## config.mk

```make
export PLATFORM = sky130hd
export DESIGN_NAME = button_press_classifier_top_flat
export DESIGN_NICKNAME = d
export VERILOG_FILES = /design/src/rtl/bpc_pkg.sv /design/src/rtl/bpc_if.sv /design/src/rtl/bpc_core.sv /design/src/rtl/button_press_classifier_top.sv /design/src/flat_wrapper.sv
export SDC_FILE = /design/constraint.sdc
export NUM_CORES = 1
export LEC_CHECK = 0
export BUFFER_PORTS_ARGS = -buffer_cell sky130_fd_sc_hd__clkbuf_2
export CAP_MARGIN = 20
export CORE_MARGIN = 3
export CORE_UTILIZATION = 60
export DETAILED_ROUTE_END_ITERATION = 8
export GPL_ROUTABILITY_DRIVEN = 1
export GPL_TIMING_DRIVEN = 1
export PLACE_DENSITY = 0.87
export SYNTH_ARGS = -nofsm -noshare
export SYNTH_HDL_FRONTEND = slang
export SYNTH_SLANG_ARGS = --single-unit
```

## constraint.sdc

```tcl
create_clock -name clk_i -period 19 [get_ports clk_i]
set_input_delay 1.9 -clock clk_i [delete_from_list [all_inputs] [get_ports clk_i]]
set_output_delay 1.9 -clock clk_i [all_outputs]
set_load 0.01 [all_outputs]
```

## src/rtl/bpc_pkg.sv

```systemverilog
// Shared types and constants for the button press classifier
package bpc_pkg;

  localparam int unsigned CfgW   = 16;
  localparam int unsigned TimeW  = 32;
  localparam int unsigned KindW  = 2;
  localparam int unsigned CfgIdxW = 2;

  localparam logic [CfgW-1:0] DebounceRst = 16'd50;
  localparam logic [CfgW-1:0] DoubleRst   = 16'd300;
  localparam logic [CfgW-1:0] LongRst     = 16'd1000;

  typedef enum logic [CfgIdxW-1:0] {
    REG_DEBOUNCE = 2'd0,
    REG_DOUBLE   = 2'd1,
    REG_LONG     = 2'd2
  } cfg_reg_e;

  typedef enum logic [KindW-1:0] {
    KIND_NONE   = 2'd0,
    KIND_SINGLE = 2'd1,
    KIND_DOUBLE = 2'd2,
    KIND_LONG   = 2'd3
  } press_kind_e;

  typedef struct packed {
    logic [CfgW-1:0] debounce_ms;
    logic [CfgW-1:0] double_click_ms;
    logic [CfgW-1:0] long_press_ms;
  } cfg_t;

endpackage

```

## src/rtl/bpc_if.sv

```systemverilog
// Valid/ready channel interfaces for sample and result items
interface bpc_in_if
  import bpc_pkg::*;
();
  logic             valid;
  logic             ready;
  logic             pin_level;
  logic [TimeW-1:0] time_ms;

  modport source (output valid, output pin_level, output time_ms, input ready);
  modport sink   (input valid, input pin_level, input time_ms, output ready);
endinterface

interface bpc_out_if
  import bpc_pkg::*;
();
  logic             valid;
  logic             ready;
  logic [KindW-1:0] press_kind;

  modport source (output valid, output press_kind, input ready);
  modport sink   (input valid, input press_kind, output ready);
endinterface

```

## src/rtl/bpc_core.sv

```systemverilog
// Debounce and gesture state with per-sample press classification
module bpc_core
  import bpc_pkg::*;
(
  input  logic             clk_i,
  input  logic             rst_ni,
  input  logic             accept_i,
  input  logic             pin_level_i,
  input  logic [TimeW-1:0] time_ms_i,
  input  cfg_t             cfg_i,
  output press_kind_e      kind_o
);

  logic             prev_raw_q, prev_raw_d;
  logic             stable_q, stable_d;
  logic [TimeW-1:0] change_t_q, change_t_d;
  logic [TimeW-1:0] press_t_q, press_t_d;
  logic [TimeW-1:0] release_t_q, release_t_d;
  logic             awaiting_q, awaiting_d;
  logic             long_rep_q, long_rep_d;
  logic             held_q, held_d;

  logic [TimeW-1:0] deb_ext, dbl_ext, long_ext;
  press_kind_e      kind;

  assign deb_ext  = {{(TimeW-CfgW){1'b0}}, cfg_i.debounce_ms};
  assign dbl_ext  = {{(TimeW-CfgW){1'b0}}, cfg_i.double_click_ms};
  assign long_ext = {{(TimeW-CfgW){1'b0}}, cfg_i.long_press_ms};

  always_comb begin
    kind        = KIND_NONE;
    prev_raw_d  = prev_raw_q;
    stable_d    = stable_q;
    change_t_d  = change_t_q;
    press_t_d   = press_t_q;
    release_t_d = release_t_q;
    awaiting_d  = awaiting_q;
    long_rep_d  = long_rep_q;
    held_d      = held_q;

    if (pin_level_i != prev_raw_q) begin
      change_t_d = time_ms_i;
    end

    if ((time_ms_i - change_t_d) > deb_ext && pin_level_i != stable_q) begin
      stable_d = pin_level_i;
      if (!pin_level_i) begin
        press_t_d  = time_ms_i;
        long_rep_d = 1'b0;
        held_d     = 1'b1;
      end else begin
        held_d = 1'b0;
        if (!long_rep_q) begin
          if (awaiting_q && (time_ms_i - release_t_q) <= dbl_ext) begin
            kind       = KIND_DOUBLE;
            awaiting_d = 1'b0;
          end else begin
            awaiting_d  = 1'b1;
            release_t_d = time_ms_i;
          end
        end
        long_rep_d = 1'b0;
      end
    end

    prev_raw_d = pin_level_i;

    if (held_d && !long_rep_d && (time_ms_i - press_t_d) >= long_ext) begin
      kind       = KIND_LONG;
      long_rep_d = 1'b1;
      awaiting_d = 1'b0;
    end

    if (!held_d && awaiting_d && (time_ms_i - release_t_d) > dbl_ext) begin
      kind       = KIND_SINGLE;
      awaiting_d = 1'b0;
    end
  end

  assign kind_o = kind;

  always_ff @(posedge clk_i or negedge rst_ni) begin
    if (!rst_ni) begin
      prev_raw_q  <= 1'b1;
      stable_q    <= 1'b1;
      change_t_q  <= '0;
      press_t_q   <= '0;
      release_t_q <= '0;
      awaiting_q  <= 1'b0;
      long_rep_q  <= 1'b0;
      held_q      <= 1'b0;
    end else if (accept_i) begin
      prev_raw_q  <= prev_raw_d;
      stable_q    <= stable_d;
      change_t_q  <= change_t_d;
      press_t_q   <= press_t_d;
      release_t_q <= release_t_d;
      awaiting_q  <= awaiting_d;
      long_rep_q  <= long_rep_d;
      held_q      <= held_d;
    end
  end

endmodule

```

## src/rtl/button_press_classifier_top.sv

```systemverilog
// Top level of the button press classifier
//
//   channel  dir  handshake      payload
//   in_i     in   valid/ready    pin_level, time_ms
//   out_o    out  valid/ready    press_kind
//   cfg      in   cfg_we_i       cfg_idx_i, cfg_data_i
//
// One sample per cycle unless stalled; its result item appears in the output
// register in the cycle after acceptance. The state update and classification
// sit between the gesture state registers and the output register. A stalled
// result holds in the output register; a sample is taken while the result is
// being taken in the same cycle. Reset restores all registers.
module button_press_classifier_top
  import bpc_pkg::*;
(
  input  logic               clk_i,
  input  logic               rst_ni,
  input  logic               cfg_we_i,
  input  logic [CfgIdxW-1:0] cfg_idx_i,
  input  logic [CfgW-1:0]    cfg_data_i,
  bpc_in_if.sink             in_i,
  bpc_out_if.source          out_o
);

  cfg_t             cfg_q;
  logic             out_valid_q, out_valid_d;
  logic [KindW-1:0] kind_q, kind_d;
  logic             accept;
  press_kind_e      kind;

  assign in_i.ready = !out_valid_q || out_o.ready;
  assign accept     = in_i.valid && in_i.ready;

  bpc_core u_core (
    .clk_i       (clk_i),
    .rst_ni      (rst_ni),
    .accept_i    (accept),
    .pin_level_i (in_i.pin_level),
    .time_ms_i   (in_i.time_ms),
    .cfg_i       (cfg_q),
    .kind_o      (kind)
  );

  always_ff @(posedge clk_i or negedge rst_ni) begin
    if (!rst_ni) begin
      cfg_q.debounce_ms     <= DebounceRst;
      cfg_q.double_click_ms <= DoubleRst;
      cfg_q.long_press_ms   <= LongRst;
    end else if (cfg_we_i) begin
      case (cfg_idx_i)
        REG_DEBOUNCE: cfg_q.debounce_ms     <= cfg_data_i;
        REG_DOUBLE:   cfg_q.double_click_ms <= cfg_data_i;
        REG_LONG:     cfg_q.long_press_ms   <= cfg_data_i;
        default: ;
      endcase
    end
  end

  always_comb begin
    out_valid_d = out_valid_q;
    kind_d      = kind_q;
    if (accept) begin
      out_valid_d = 1'b1;
      kind_d      = kind;
    end else if (out_o.ready) begin
      out_valid_d = 1'b0;
    end
  end

  always_ff @(posedge clk_i or negedge rst_ni) begin
    if (!rst_ni) begin
      out_valid_q <= 1'b0;
      kind_q      <= KIND_NONE;
    end else begin
      out_valid_q <= out_valid_d;
      kind_q      <= kind_d;
    end
  end

  assign out_o.valid      = out_valid_q;
  assign out_o.press_kind = kind_q;

endmodule

```

## src/flat_wrapper.sv

```systemverilog
// flat-port wrapper written by rule: the top's interface ports become plain ports
module button_press_classifier_top_flat import bpc_pkg::*;
  (clk_i, rst_ni, cfg_we_i, cfg_idx_i, cfg_data_i, in_i_valid, in_i_pin_level, in_i_time_ms, in_i_ready, out_o_valid, out_o_press_kind, out_o_ready);
  bpc_in_if in_i_i ();
  bpc_out_if out_o_i ();
  input  logic clk_i;
  input  logic rst_ni;
  input  logic cfg_we_i;
  input  logic [CfgIdxW-1:0] cfg_idx_i;
  input  logic [CfgW-1:0] cfg_data_i;
  input wire logic [$bits(in_i_i.valid)-1:0] in_i_valid;
  input wire logic [$bits(in_i_i.pin_level)-1:0] in_i_pin_level;
  input wire logic [$bits(in_i_i.time_ms)-1:0] in_i_time_ms;
  output wire logic [$bits(in_i_i.ready)-1:0] in_i_ready;
  output wire logic [$bits(out_o_i.valid)-1:0] out_o_valid;
  output wire logic [$bits(out_o_i.press_kind)-1:0] out_o_press_kind;
  input wire logic [$bits(out_o_i.ready)-1:0] out_o_ready;
  assign in_i_i.valid = in_i_valid;
  assign in_i_i.pin_level = in_i_pin_level;
  assign in_i_i.time_ms = in_i_time_ms;
  assign in_i_ready = in_i_i.ready;
  assign out_o_valid = out_o_i.valid;
  assign out_o_press_kind = out_o_i.press_kind;
  assign out_o_i.ready = out_o_ready;
  button_press_classifier_top u_core (.clk_i(clk_i), .rst_ni(rst_ni), .cfg_we_i(cfg_we_i), .cfg_idx_i(cfg_idx_i), .cfg_data_i(cfg_data_i), .in_i(in_i_i), .out_o(out_o_i));
endmodule
```

==> summary.md <==
| Metric | Value |
|---|---|
| Resized Gates After CTS | `0` |
| Final hold viol count | `0` |
| Static Leakage | `between 0.008 and 0.009 µW` |
| Clk network pwr share | `between 10% and 20%` |
| Cts bufs inserted | `17` |
| Worst-skew pair later-pin latency | `roughly 450 ps` |
| # IOs | `60` |
| Post-synth net total | `~2,200` |
| Total Nets Final | `2,205` |
| Largest family of logic cells by synthesized area | `compound AO/OA/AOI/OAI gates` |
| Final period utilization | `between 70% and 80%` |
| Simple-Gate Fraction of Synth Area | `between 10% and 20%` |
| Synth Area in Adders | `between 10 and 15%` |
| Commonest cells after routing, fill and taps aside | `ha_1, nand2_1, o21ai_0, inv_1, dfrtp_1` |
| NetSw | `1390 µW` |
| Critical path class | `in -> reg` |
| Number of clock sinks | `~150` |
| I/O Buffers | `59` |
| Multi-input gate area | `11,600 µm²` |
| CP max stage cell | `buf_4` |
| Vias in the first global route | `14,729` |
| Syn_area_per_cell | `just over 8 µm²` |
| Slew HR | `between 20% and 30%` |
| Clk slew on worst S/H paths | `roughly 70 ps` |
| Max VDD drop | `0.111 mV` |
| Initial antenna violation count | `0` |
| Max Cap Viol | `0` |
| Sequential element share of the synthesized area | `between 20% and 30%` |
| Top cell type's share of synthesized area | `between 20% and 30%` |
| Int Pwr | `between 1000 and 1500 µW` |
| Pre-antenna DRT Iters | `5` |
| Tmin final | `around 14,000 ps` |
| P&R area growth vs syn | `6.58%` |
| First-pass GRT wire length | `between 70,000 and 80,000 µm` |
| Max Fclk | `73.6 MHz` |
| Status | `complete, no violations` |
| Drt drc | `0` |
| Worst-Margin Slew | `about 1100 ps` |
| CTS Hold Bufs | `0` |
| Reg power frac | `between 10% and 20%` |
| Gr ovfl total | `0` |
| RSZ-0062 raised after global routing | `no` |
| Max Transition Viols Final | `0` |
| Post-synthesis compound-gate area fraction | `24.0%` |
| # fillers | `between 2,000 and 2,500` |
| Cells after synthesis | `approximately 2,000` |
| Starting density of the core | `about three fifths` |
| Drt wl/cell | `about 21 µm` |
| Distinct cells, synth | `between 80 and 90` |
| Via count | `15,251` |
| Critical path launch point type | `input pin` |
| Post-Synth XOR/XNOR Area | `roughly 4.6%` |
| Hold Crit Class | `reg -> reg` |
| Most frequent CP cell | `o21ai_0` |
| CP peak stage delay | `between 500 and 600 ps` |
| Leading post-synthesis cells by cell area | `dfrtp_1, ha_1, mux2_2, mux2i_1, o21ai_0` |
| Ys async rst share | `100%` |
| Crit-path max FO | `51` |
| Dominant cell type by area after synthesis | `dfrtp_1` |
| Htree depth | `4` |
| Post-layout util | `65.8%` |
| Synth Register Bits | `between 150 and 200` |
| Die area | `approximately 29,000 µm²` |
| Post-DRT Antenna Nets | `0` |
| Largest net degree at the start of global routing | `96` |
| Sequential cell area | `3820 µm²` |
| Row count | `a little under 60` |
| Layout cell share with drive strength beyond 1 | `between 10% and 20%` |
| Critical Path AT | `13,960 ps` |
| Final Setup Violations | `0` |
| CP Capture Type | `flop` |
| Synth warn | `0` |
| Total Neg Setup Slack | `0 ps` |
| GPL Wtd Cong | `between 1 and 1.5` |
| Post-synth EDFFs | `0` |
| Hold_ws | `a little under 500 ps` |
| Chip Height | `between 150 and 200 µm` |
| Syn Std Cell Area | `16,300 µm²` |
| Hpwl dp | `around 38,000 µm` |
| GR Util All Layers | `between 30% and 40%` |
| Core area | `26,400 µm²` |
| Die width | `around 170 µm` |
| Switching Share | `49.1%` |
| Via density | `6.58` |
| Top FF cell, synth | `dfrtp_1` |
| Root buffer cell | `clkbuf_16` |
| Starting DRC count in detailed routing | `about 1,300` |
| Max Root-Sink Buffers | `2` |
| Setup Skew | `between 15 and 20 ps` |
| Worst Path Required | `around 19,000 ps` |
| TritonCTS clock tree | `built` |
| Commonest non-fill, non-tap cell in the layout | `ha_1` |
| Comb power frac | `69.8%` |
| Setup Fix Bufs, Post-CTS | `0` |
| Power Density | `163 nW/µm²` |
| Post-synthesis mux area share | `around an eighth` |
| Total wire length | `a little under 50,000 µm` |
| # diodes | `0` |
[cell families (layout without fill, tap and decap cells)]
group,Yosys count,count (layout)
AO/OA/AOI/OAI,590,590
AND/OR/NAND/NOR,555,555
buffers and inverters,215,240
adder cells (fa/ha/maj),185,185
multiplexers,178,178
flip-flops,152,152
XOR/XNOR,84,84
[routing by layer]
metal	wire length, µm	vias to the layer above	GRT usage, %
met2	23000	583	55.8
met1	21100	7337	43.8
met4	1060	0	8.92
met3	3260	88	4.76
met5	0	-	0
li1	-	7243	-
[final cells by class]
cell class | count | area share (%)
clock buffers | 18 | 2.47
clock inverters | 14 | 0.757
inverters | 139 | 3.01
multi-input cells | 1592 | 67.1
flip-flops and latches | 152 | 22.0
well taps | 335 | 2.42
repair buffers | 69 | 2.17
[synth_stat cells, drive strengths merged (15+ instances only)]
library cell    n
a21o           53
nor3           32
o21ai         159
a211oi         21
nand4          38
nor2          121
dfrtp         137
mux2i          84
buf            20
and3           20
nand2         172
o21a           32
o31ai          20
o21bai         17
clkbuf         56
xnor2          54
a31oi          22
a21oi         133
mux2           94
nor2b          30
dfstp          15
nand3          30
nand2b         32
o211ai         24
inv           139
ha            175
xor2           30
[power by group through the flow]
| stage | Sequential (µW) | Clock [µW] | Combinational (µW) |
|---|---|---|---|
| 6_report | 519 | 335 | 1970 |
| 3_5_place_dp | 521 | 0 | 1930 |
| 2_1_floorplan | 495 | 0 | 1490 |
| 5_1_grt | 530 | 353 | 2170 |
| 3_3_place_gp | 512 | 0 | 1870 |
| 4_1_cts | 516 | 337 | 1940 |
[metrics by stage]
stage               setup slack, ps  power, µW  area [µm²]  cells
floorplan                      6220       1990       16300   1959
global placement               5530       2390       16800   2287
detailed placement             5180       2450       16800   2287
CTS                            5570       2790       17300   2319
global route                   4430       3060       17300   2319
finish                         5420       2830       17300   2319
[flip-flops by register name, indices dropped and copies added, names as in the netlist]
name / cells
u_core.u_core.stable_q: 1
u_core.u_core.long_rep_q: 1
u_core.u_core.release_t_q: 32
u_core.u_core.prev_raw_q: 1
u_core.out_o.press_kind: 2
u_core.u_core.press_t_q: 32
u_core.out_o.valid: 1
u_core.u_core.awaiting_q: 1
u_core.u_core.change_t_q: 32
u_core.u_core.held_q: 1
u_core.cfg_q: 48
[critical path, delay by kind of cell]
| family | cells | cell delay, ps |
|---|---|---|
| AOI/OAI and AO/OA | 24 | 5020 |
| and+or+nand+nor | 15 | 3100 |
| xor gates and xnor gates | 3 | 460 |
| adders and majority gates | 7 | 2040 |
| buffers and inverters | 4 | 1370 |
[path summary, 6_finish.rpt]
kind | cells past startpoint | startpoint | to | slack, ps
worst max-delay path | 53 | in_i_pin_level | u_core.u_core.awaiting_q | 5420
worst min-delay path | 2 | u_core.u_core.press_t_q[17] | u_core.u_core.press_t_q[17] | 480
worst max register to register | 52 | u_core.u_core.prev_raw_q | u_core.u_core.awaiting_q | 6540
worst min register to register | 2 | u_core.u_core.press_t_q[17] | u_core.u_core.press_t_q[17] | 480
max in group asynchronous | 2 | rst_ni | u_core.u_core.change_t_q[16] | 16110
min in group asynchronous | 1 | rst_ni | u_core.u_core.release_t_q[4] | 1520
(Power assumes the default switching activity.)
